**src/hw/rtl/circular_deque_assert.svh**
```systemverilog
// ----------------------------------------------------------------------------
// Assertion macros for the circular deque
// Concurrent checks that compile away when SYNTH is defined.
// ----------------------------------------------------------------------------
`ifndef CIRCULAR_DEQUE_ASSERT_SVH
`define CIRCULAR_DEQUE_ASSERT_SVH

`ifndef SYNTH
`define CDQ_ASSERT(lbl, prop, msg) \
    lbl: assert property (@(posedge i_clk) disable iff (!i_rst_n) (prop)) else $error(msg);
`define CDQ_ASSERT_NEXT(lbl, ante, cons, msg) \
    lbl: assert property (@(posedge i_clk) disable iff (!i_rst_n) (ante) |=> (cons)) \
        else $error(msg);
`else
`define CDQ_ASSERT(lbl, prop, msg)
`define CDQ_ASSERT_NEXT(lbl, ante, cons, msg)
`endif

`endif

```
**src/hw/rtl/cdq_pkg.sv**
```systemverilog
// ----------------------------------------------------------------------------
// Circular deque package
// Command and status codes and the input and result word types.
// ----------------------------------------------------------------------------
package cdq_pkg;

    localparam logic [2:0] CMD_PUSH_FRONT = 3'd0;
    localparam logic [2:0] CMD_PUSH_BACK  = 3'd1;
    localparam logic [2:0] CMD_POP_FRONT  = 3'd2;
    localparam logic [2:0] CMD_POP_BACK   = 3'd3;

    localparam logic [1:0] ST_DONE  = 2'd0;
    localparam logic [1:0] ST_FULL  = 2'd1;
    localparam logic [1:0] ST_EMPTY = 2'd2;

    localparam logic signed [31:0] WORD_EMPTY = -32'sd1;

    typedef struct packed {
        logic [2:0]         cmd;
        logic signed [31:0] value;
    } t_in_word;

    typedef struct packed {
        logic signed [31:0] popped_value;
        logic [1:0]         status;
        logic signed [31:0] front_value;
        logic signed [31:0] back_value;
        logic               is_empty_flag;
        logic               is_full_flag;
    } t_out_word;

endpackage

```
**src/hw/rtl/cdq_ring.sv**
```systemverilog
// ----------------------------------------------------------------------------
// Circular deque ring store
// One write port and two read ports with registered read data and
// write-to-read forwarding.
// ----------------------------------------------------------------------------
module cdq_ring #(
    parameter int DEPTH = 128
) (
    input  logic                     i_clk,
    input  logic                     i_wr_en,
    input  logic [$clog2(DEPTH)-1:0] i_wr_addr,
    input  logic signed [31:0]       i_wr_data,
    input  logic [$clog2(DEPTH)-1:0] i_rd_addr_a,
    input  logic [$clog2(DEPTH)-1:0] i_rd_addr_b,
    output logic signed [31:0]       o_rd_data_a,
    output logic signed [31:0]       o_rd_data_b
);

    logic signed [31:0] r_mem [DEPTH];
    logic signed [31:0] r_rd_a;
    logic signed [31:0] r_rd_b;

    always_ff @(posedge i_clk) begin
        if (i_wr_en) begin
            r_mem[i_wr_addr] <= i_wr_data;
        end
    end

    always_ff @(posedge i_clk) begin
        if (i_wr_en && (i_wr_addr == i_rd_addr_a)) begin
            r_rd_a <= i_wr_data;
        end else begin
            r_rd_a <= r_mem[i_rd_addr_a];
        end
        if (i_wr_en && (i_wr_addr == i_rd_addr_b)) begin
            r_rd_b <= i_wr_data;
        end else begin
            r_rd_b <= r_mem[i_rd_addr_b];
        end
    end

    assign o_rd_data_a = r_rd_a;
    assign o_rd_data_b = r_rd_b;

endmodule

```
**src/hw/rtl/cdq_core.sv**
```systemverilog
// ----------------------------------------------------------------------------
// Circular deque core
// Head and tail indices, cached end words and the result of one command.
// ----------------------------------------------------------------------------
module cdq_core
    import cdq_pkg::*;
#(
    parameter int DEPTH = 128
) (
    input  logic      i_clk,
    input  logic      i_rst_n,
    input  logic      i_go,
    input  t_in_word  i_in_word,
    output t_out_word o_result
);

    localparam int IW = $clog2(DEPTH);
    localparam logic [IW-1:0] LAST_IDX = IW'(DEPTH - 1);

    function automatic logic [IW-1:0] idx_next(input logic [IW-1:0] i);
        return (i == LAST_IDX) ? '0 : IW'(i + 1'b1);
    endfunction

    function automatic logic [IW-1:0] idx_prev(input logic [IW-1:0] i);
        return (i == '0) ? LAST_IDX : IW'(i - 1'b1);
    endfunction

    logic [IW-1:0]      r_head, n_head, upd_head;
    logic [IW-1:0]      r_tail, n_tail, upd_tail;
    logic               r_empty, n_empty, upd_empty;
    logic signed [31:0] r_front, n_front, upd_front;
    logic signed [31:0] r_back, n_back, upd_back;

    logic               wr_en;
    logic [IW-1:0]      wr_addr;
    logic signed [31:0] second_front;
    logic signed [31:0] second_back;
    logic signed [31:0] popped;
    logic [1:0]         status;
    logic               is_push;
    logic               is_pop;
    logic               full_now;

    cdq_ring #(
        .DEPTH(DEPTH)
    ) u_ring (
        .i_clk       (i_clk),
        .i_wr_en     (wr_en),
        .i_wr_addr   (wr_addr),
        .i_wr_data   (i_in_word.value),
        .i_rd_addr_a (idx_next(n_head)),
        .i_rd_addr_b (idx_prev(n_tail)),
        .o_rd_data_a (second_front),
        .o_rd_data_b (second_back)
    );

    always_comb begin
        is_push   = (i_in_word.cmd == CMD_PUSH_FRONT) || (i_in_word.cmd == CMD_PUSH_BACK);
        is_pop    = (i_in_word.cmd == CMD_POP_FRONT) || (i_in_word.cmd == CMD_POP_BACK);
        full_now  = !r_empty && (idx_next(r_tail) == r_head);
        upd_head  = r_head;
        upd_tail  = r_tail;
        upd_empty = r_empty;
        upd_front = r_front;
        upd_back  = r_back;
        wr_en     = 1'b0;
        wr_addr   = r_head;
        popped    = '0;
        status    = ST_DONE;
        if (is_push) begin
            if (full_now) begin
                status = ST_FULL;
            end else if (r_empty) begin
                upd_head  = '0;
                upd_tail  = '0;
                upd_empty = 1'b0;
                upd_front = i_in_word.value;
                upd_back  = i_in_word.value;
                wr_en     = 1'b1;
                wr_addr   = '0;
            end else if (i_in_word.cmd == CMD_PUSH_FRONT) begin
                upd_head  = idx_prev(r_head);
                upd_front = i_in_word.value;
                wr_en     = 1'b1;
                wr_addr   = idx_prev(r_head);
            end else begin
                upd_tail = idx_next(r_tail);
                upd_back = i_in_word.value;
                wr_en    = 1'b1;
                wr_addr  = idx_next(r_tail);
            end
        end else if (is_pop) begin
            if (r_empty) begin
                status = ST_EMPTY;
            end else begin
                popped = (i_in_word.cmd == CMD_POP_FRONT) ? r_front : r_back;
                if (r_head == r_tail) begin
                    upd_empty = 1'b1;
                    upd_head  = '0;
                    upd_tail  = '0;
                end else if (i_in_word.cmd == CMD_POP_FRONT) begin
                    upd_head  = idx_next(r_head);
                    upd_front = second_front;
                end else begin
                    upd_tail = idx_prev(r_tail);
                    upd_back = second_back;
                end
            end
        end
        wr_en = wr_en && i_go;

        n_head  = i_go ? upd_head : r_head;
        n_tail  = i_go ? upd_tail : r_tail;
        n_empty = i_go ? upd_empty : r_empty;
        n_front = i_go ? upd_front : r_front;
        n_back  = i_go ? upd_back : r_back;

        o_result.popped_value  = popped;
        o_result.status        = status;
        o_result.front_value   = upd_empty ? WORD_EMPTY : upd_front;
        o_result.back_value    = upd_empty ? WORD_EMPTY : upd_back;
        o_result.is_empty_flag = upd_empty;
        o_result.is_full_flag  = !upd_empty && (idx_next(upd_tail) == upd_head);
    end

    always_ff @(posedge i_clk) begin
        if (!i_rst_n) begin
            r_head  <= '0;
            r_tail  <= '0;
            r_empty <= 1'b1;
        end else begin
            r_head  <= n_head;
            r_tail  <= n_tail;
            r_empty <= n_empty;
        end
    end

    always_ff @(posedge i_clk) begin
        r_front <= n_front;
        r_back  <= n_back;
    end

endmodule

```
**config.mk**
```make
export PLATFORM = sky130hd
export DESIGN_NAME = cdq_core
export DESIGN_NICKNAME = d
export VERILOG_FILES = /design/src/hw/rtl/circular_deque_assert.svh /design/src/hw/rtl/cdq_pkg.sv /design/src/hw/rtl/cdq_ring.sv /design/src/hw/rtl/cdq_core.sv
export SDC_FILE = /design/constraint.sdc
export NUM_CORES = 2
export LEC_CHECK = 0
export BUFFER_PORTS_ARGS = -buffer_cell sky130_fd_sc_hd__buf_4
export CORE_AREA = 2 2 750 752
export DETAILED_ROUTE_END_ITERATION = 8
export DIE_AREA = 0 0 752 754
export PLACE_DENSITY = 0.47
export RECOVER_POWER = 25
export SLEW_MARGIN = 20
export SYNTH_ARGS = -nofsm -noshare
export SYNTH_HDL_FRONTEND = slang
export SYNTH_SLANG_ARGS = --single-unit
```
**constraint.sdc**
```tcl
create_clock -name i_clk -period 7.2 [get_ports i_clk]
set_clock_uncertainty 0.05 [all_clocks]
set_input_delay 1.08 -clock i_clk [delete_from_list [all_inputs] [get_ports i_clk]]
set_output_delay 1.08 -clock i_clk [all_outputs]
set_load 0.01 [all_outputs]
```
==> results.txt <==
crit share post-route - 99.1%
dominant synthesized flop cell - edfxtp_1
Layout area overhead - 16.2%
cell family with most CP delay - multiplexers
Worst Hold Class - in -> reg
Worst R2R End - u_ring.r_mem[33][26]
Max VDD drop - 0.242 mV
DP Area - 0.212 mm²
setup TNS - 0 ns
P_leak - 70.8 nW
core area - 0.559 mm²
M1 WL - 298,000 µm
max frequency - 0.140 GHz
R2R depth - 10
worst path arrival time - 6.00 ns
Post-Syn Instances - 8,667
Placed Instances - 16,300
met3 WL - 69,800 µm
Tmin final - 7.13 ns
Req. time, crit path - 6.07 ns
Seq/Total Area, Yosys - 64.3%
Max-slew headroom - -372%
routed length on met2 - 344,000 µm
XOR/XNOR share of the synthesized area - 0.148%
Crit-path slowest cell - mux2i_1
remaining antenna violation count - 0
CTS H-tree depth - 5
clk_lat worst skew - 1.05 ns
Starting Density - 34.9%
reg2reg setup slack - 1.20 ns
CP peak stage delay - 0.59 ns
largest family of logic cells by synthesized area - multiplexers
critical-path maximum fanout - 28
failing checks - max-capacitance violations, max-slew violations
most frequent cells in the layout - 4,160 x edfxtp_1, 2,593 x mux4_2, 538 x buf_4, 474 x clkbuf_16, 224 x buf_12
Worst setup SP type - flop
Synth Area in Compound Gates - 1.23%
largest net degree at the start of global routing - 129
Vias/cell - 6.23
drt pass-1 iters - 6
# rows - 275
die height - 754 µm
Die Wd - 752 µm
layout cells sized above 1 - 44.6%
initial antenna violation count - 75
synthesized area per cell - 22.5 µm²
worst slew pin tran - 7.08 ns
pwr/cell area - 259 mW/mm²
ys async rst share - 0%
clk sinks - 4,189
Worst Setup EP - o_result[65]
simple-gate share of the synthesized area - 1.30%
Buf/Inv on CP - 3
final std cells w/o fill - 17,200
synth warn - 0
Boundary Pins - 138
Hold Path Origin - i_rst_n
Port Buffers - 137
hold_buf cts - 0
Tot GR Track Use - 25.9%
most common cell after layout, fill and taps aside - edfxtp_1
synthesized cell area - 0.195 mm²
gp weighted congestion - 0.919
grt total ovfl - 0
CP Depth - 10
post-synthesis mux area share - 31.4%
final WL - 744,000 µm
status - finished, violations left
Setup Viol. Count Final - 0
#FFs+latches synth - 4,189
Residual DRC - 0
CP Capture Type - output pin
CTS Buf Count - 472
final hold viol count - 0
final number of max-transition violations - 2,397
routed vias - 107,000
setup bufs post-CTS - 0
Clock Path Buffers - 4
worst path cell trace - buf_12, buf_4, mux4_2, mux4_2, mux2i_1, nand2_1, o211ai_1, a31oi_1, or2_1, buf_4
Clock transition at path regs - 0.06 ns
Final nets - 9,318
clk root buf - clkbuf_16
Design Area, Final - 0.227 mm²
DP Wirelength - 464,000 µm
Post-synth EDFFs - 4,160
Util after Layout - 40.6%
vias in the first global route - 110,000
Crit Path Class - reg -> out
Mapped Nets - 8,713
post-synth cell types - 97
first-pass GRT wire length - 993,000 µm
Routed WL per cell - 43.2 µm
Hold WS - 0.305 ns
worst r2r src - r_tail[3]
initial DRC count - 13,800
CTS tree - done
Die ar. - 0.567 mm²
top layer reached by signal wires - met5
Synth Area in Adders - 0.0513%
Max Cap Viol - 53
RSZ-0062 raised after global routing - no
==> logic make-up after synthesis <==
kind of cell | after synthesis
multiplexers | 2866
buffers and inverters | 723
XOR/XNOR | 33
flip-flops | 4189
AND/OR/NAND/NOR | 506
AO/OA/AOI/OAI | 342
adder cells (fa/ha/maj) | 8
==> per-layer routing <==
layer	vias up	track usage, %
li1	40200	-
met1	60300	35.2
met2	5549	40.4
met3	1043	6.69
met4	24	8.77
met5	-	1.58
==> registers in the layout, summed over array words and instances (netlist names), named ones only <==
name          count
r_back           32
r_empty           1
r_front          32
r_head            7
r_tail            7
u_ring.r_mem   4096
==> power by group <==
part           internal, mW  switching [mW]
Sequential             26.9           0.185
Clock                  13.6            10.4
Combinational          2.95            4.75
==> worst min-delay path by stage <==
| stage | depth (start not counted) | slack, ns | endpoint |
|---|---|---|---|
| floorplan | 2 | 0.57 | r_back[0] |
| global placement | 2 | 0.61 | r_back[6] |
| detailed placement | 2 | 0.63 | r_back[28] |
| CTS | 2 | 0.22 | r_empty |
| global route | 2 | 0.28 | r_empty |
| finish | 2 | 0.31 | r_empty |
==> what timing repair did <==
item,CTS,global route
gates resized for setup,0,1
hold endpoints to repair,0,0
setup endpoints to repair,0,1
==> cell type report <==
type | instances | area (µm²)
clock inverter | 318 | 2960
antenna | 47 | 118
fill | 48600 | 332000
clock buffer | 563 | 12200
inverter | 21 | 86.3
tap | 7479 | 9360
sequential | 4189 | 126000
multi-input combinational | 3755 | 67700
timing repair buffer | 833 | 8820
==> synth_stat cells, drive strengths merged, types with 3 or more instances <==
cell type / count / share of area, %
edfxtp: 4160 / 64
mux4: 2593 / 30
clkbuf: 385 / 0.74
buf: 317 / 0.81
mux2i: 240 / 1.2
nor2: 200 / 0.39
nand2: 92 / 0.19
o22ai: 68 / 0.22
or2: 67 / 0.22
a21oi: 61 / 0.16
nor2b: 49 / 0.16
a31oi: 41 / 0.13
a211oi: 36 / 0.15
o211ai: 36 / 0.14
mux2: 33 / 0.19
a211o: 32 / 0.14
dfxtp: 29 / 0.30
xnor2: 22 / 0.099
inv: 21 / 0.040
o21ai: 21 / 0.054
nand3: 19 / 0.054
nor3: 18 / 0.054
and2: 15 / 0.052
xor2: 11 / 0.049
ha: 8 / 0.051
nand4: 8 / 0.026
nand2b: 7 / 0.024
or3: 6 / 0.019
and3: 5 / 0.016
o2bb2ai: 5 / 0.022
or3b: 5 / 0.022
a22oi: 4 / 0.018
a21boi: 3 / 0.012
a21o: 3 / 0.012
a221oi: 3 / 0.017
and4: 3 / 0.015
nor3b: 3 / 0.014
o221ai: 3 / 0.020
o31ai: 3 / 0.019
or4: 3 / 0.012
==> metrics by stage <==
step | total power [mW] | setup slack (ns)
finish | 58.7 | 0.0675
global placement | 35.3 | 0.916
detailed placement | 35.3 | 1.24
floorplan | 31.2 | 2.12
global route | 60.2 | 0.0564
CTS | 59.1 | 0.100
Note: power is estimated with default switching activity, not from simulation.
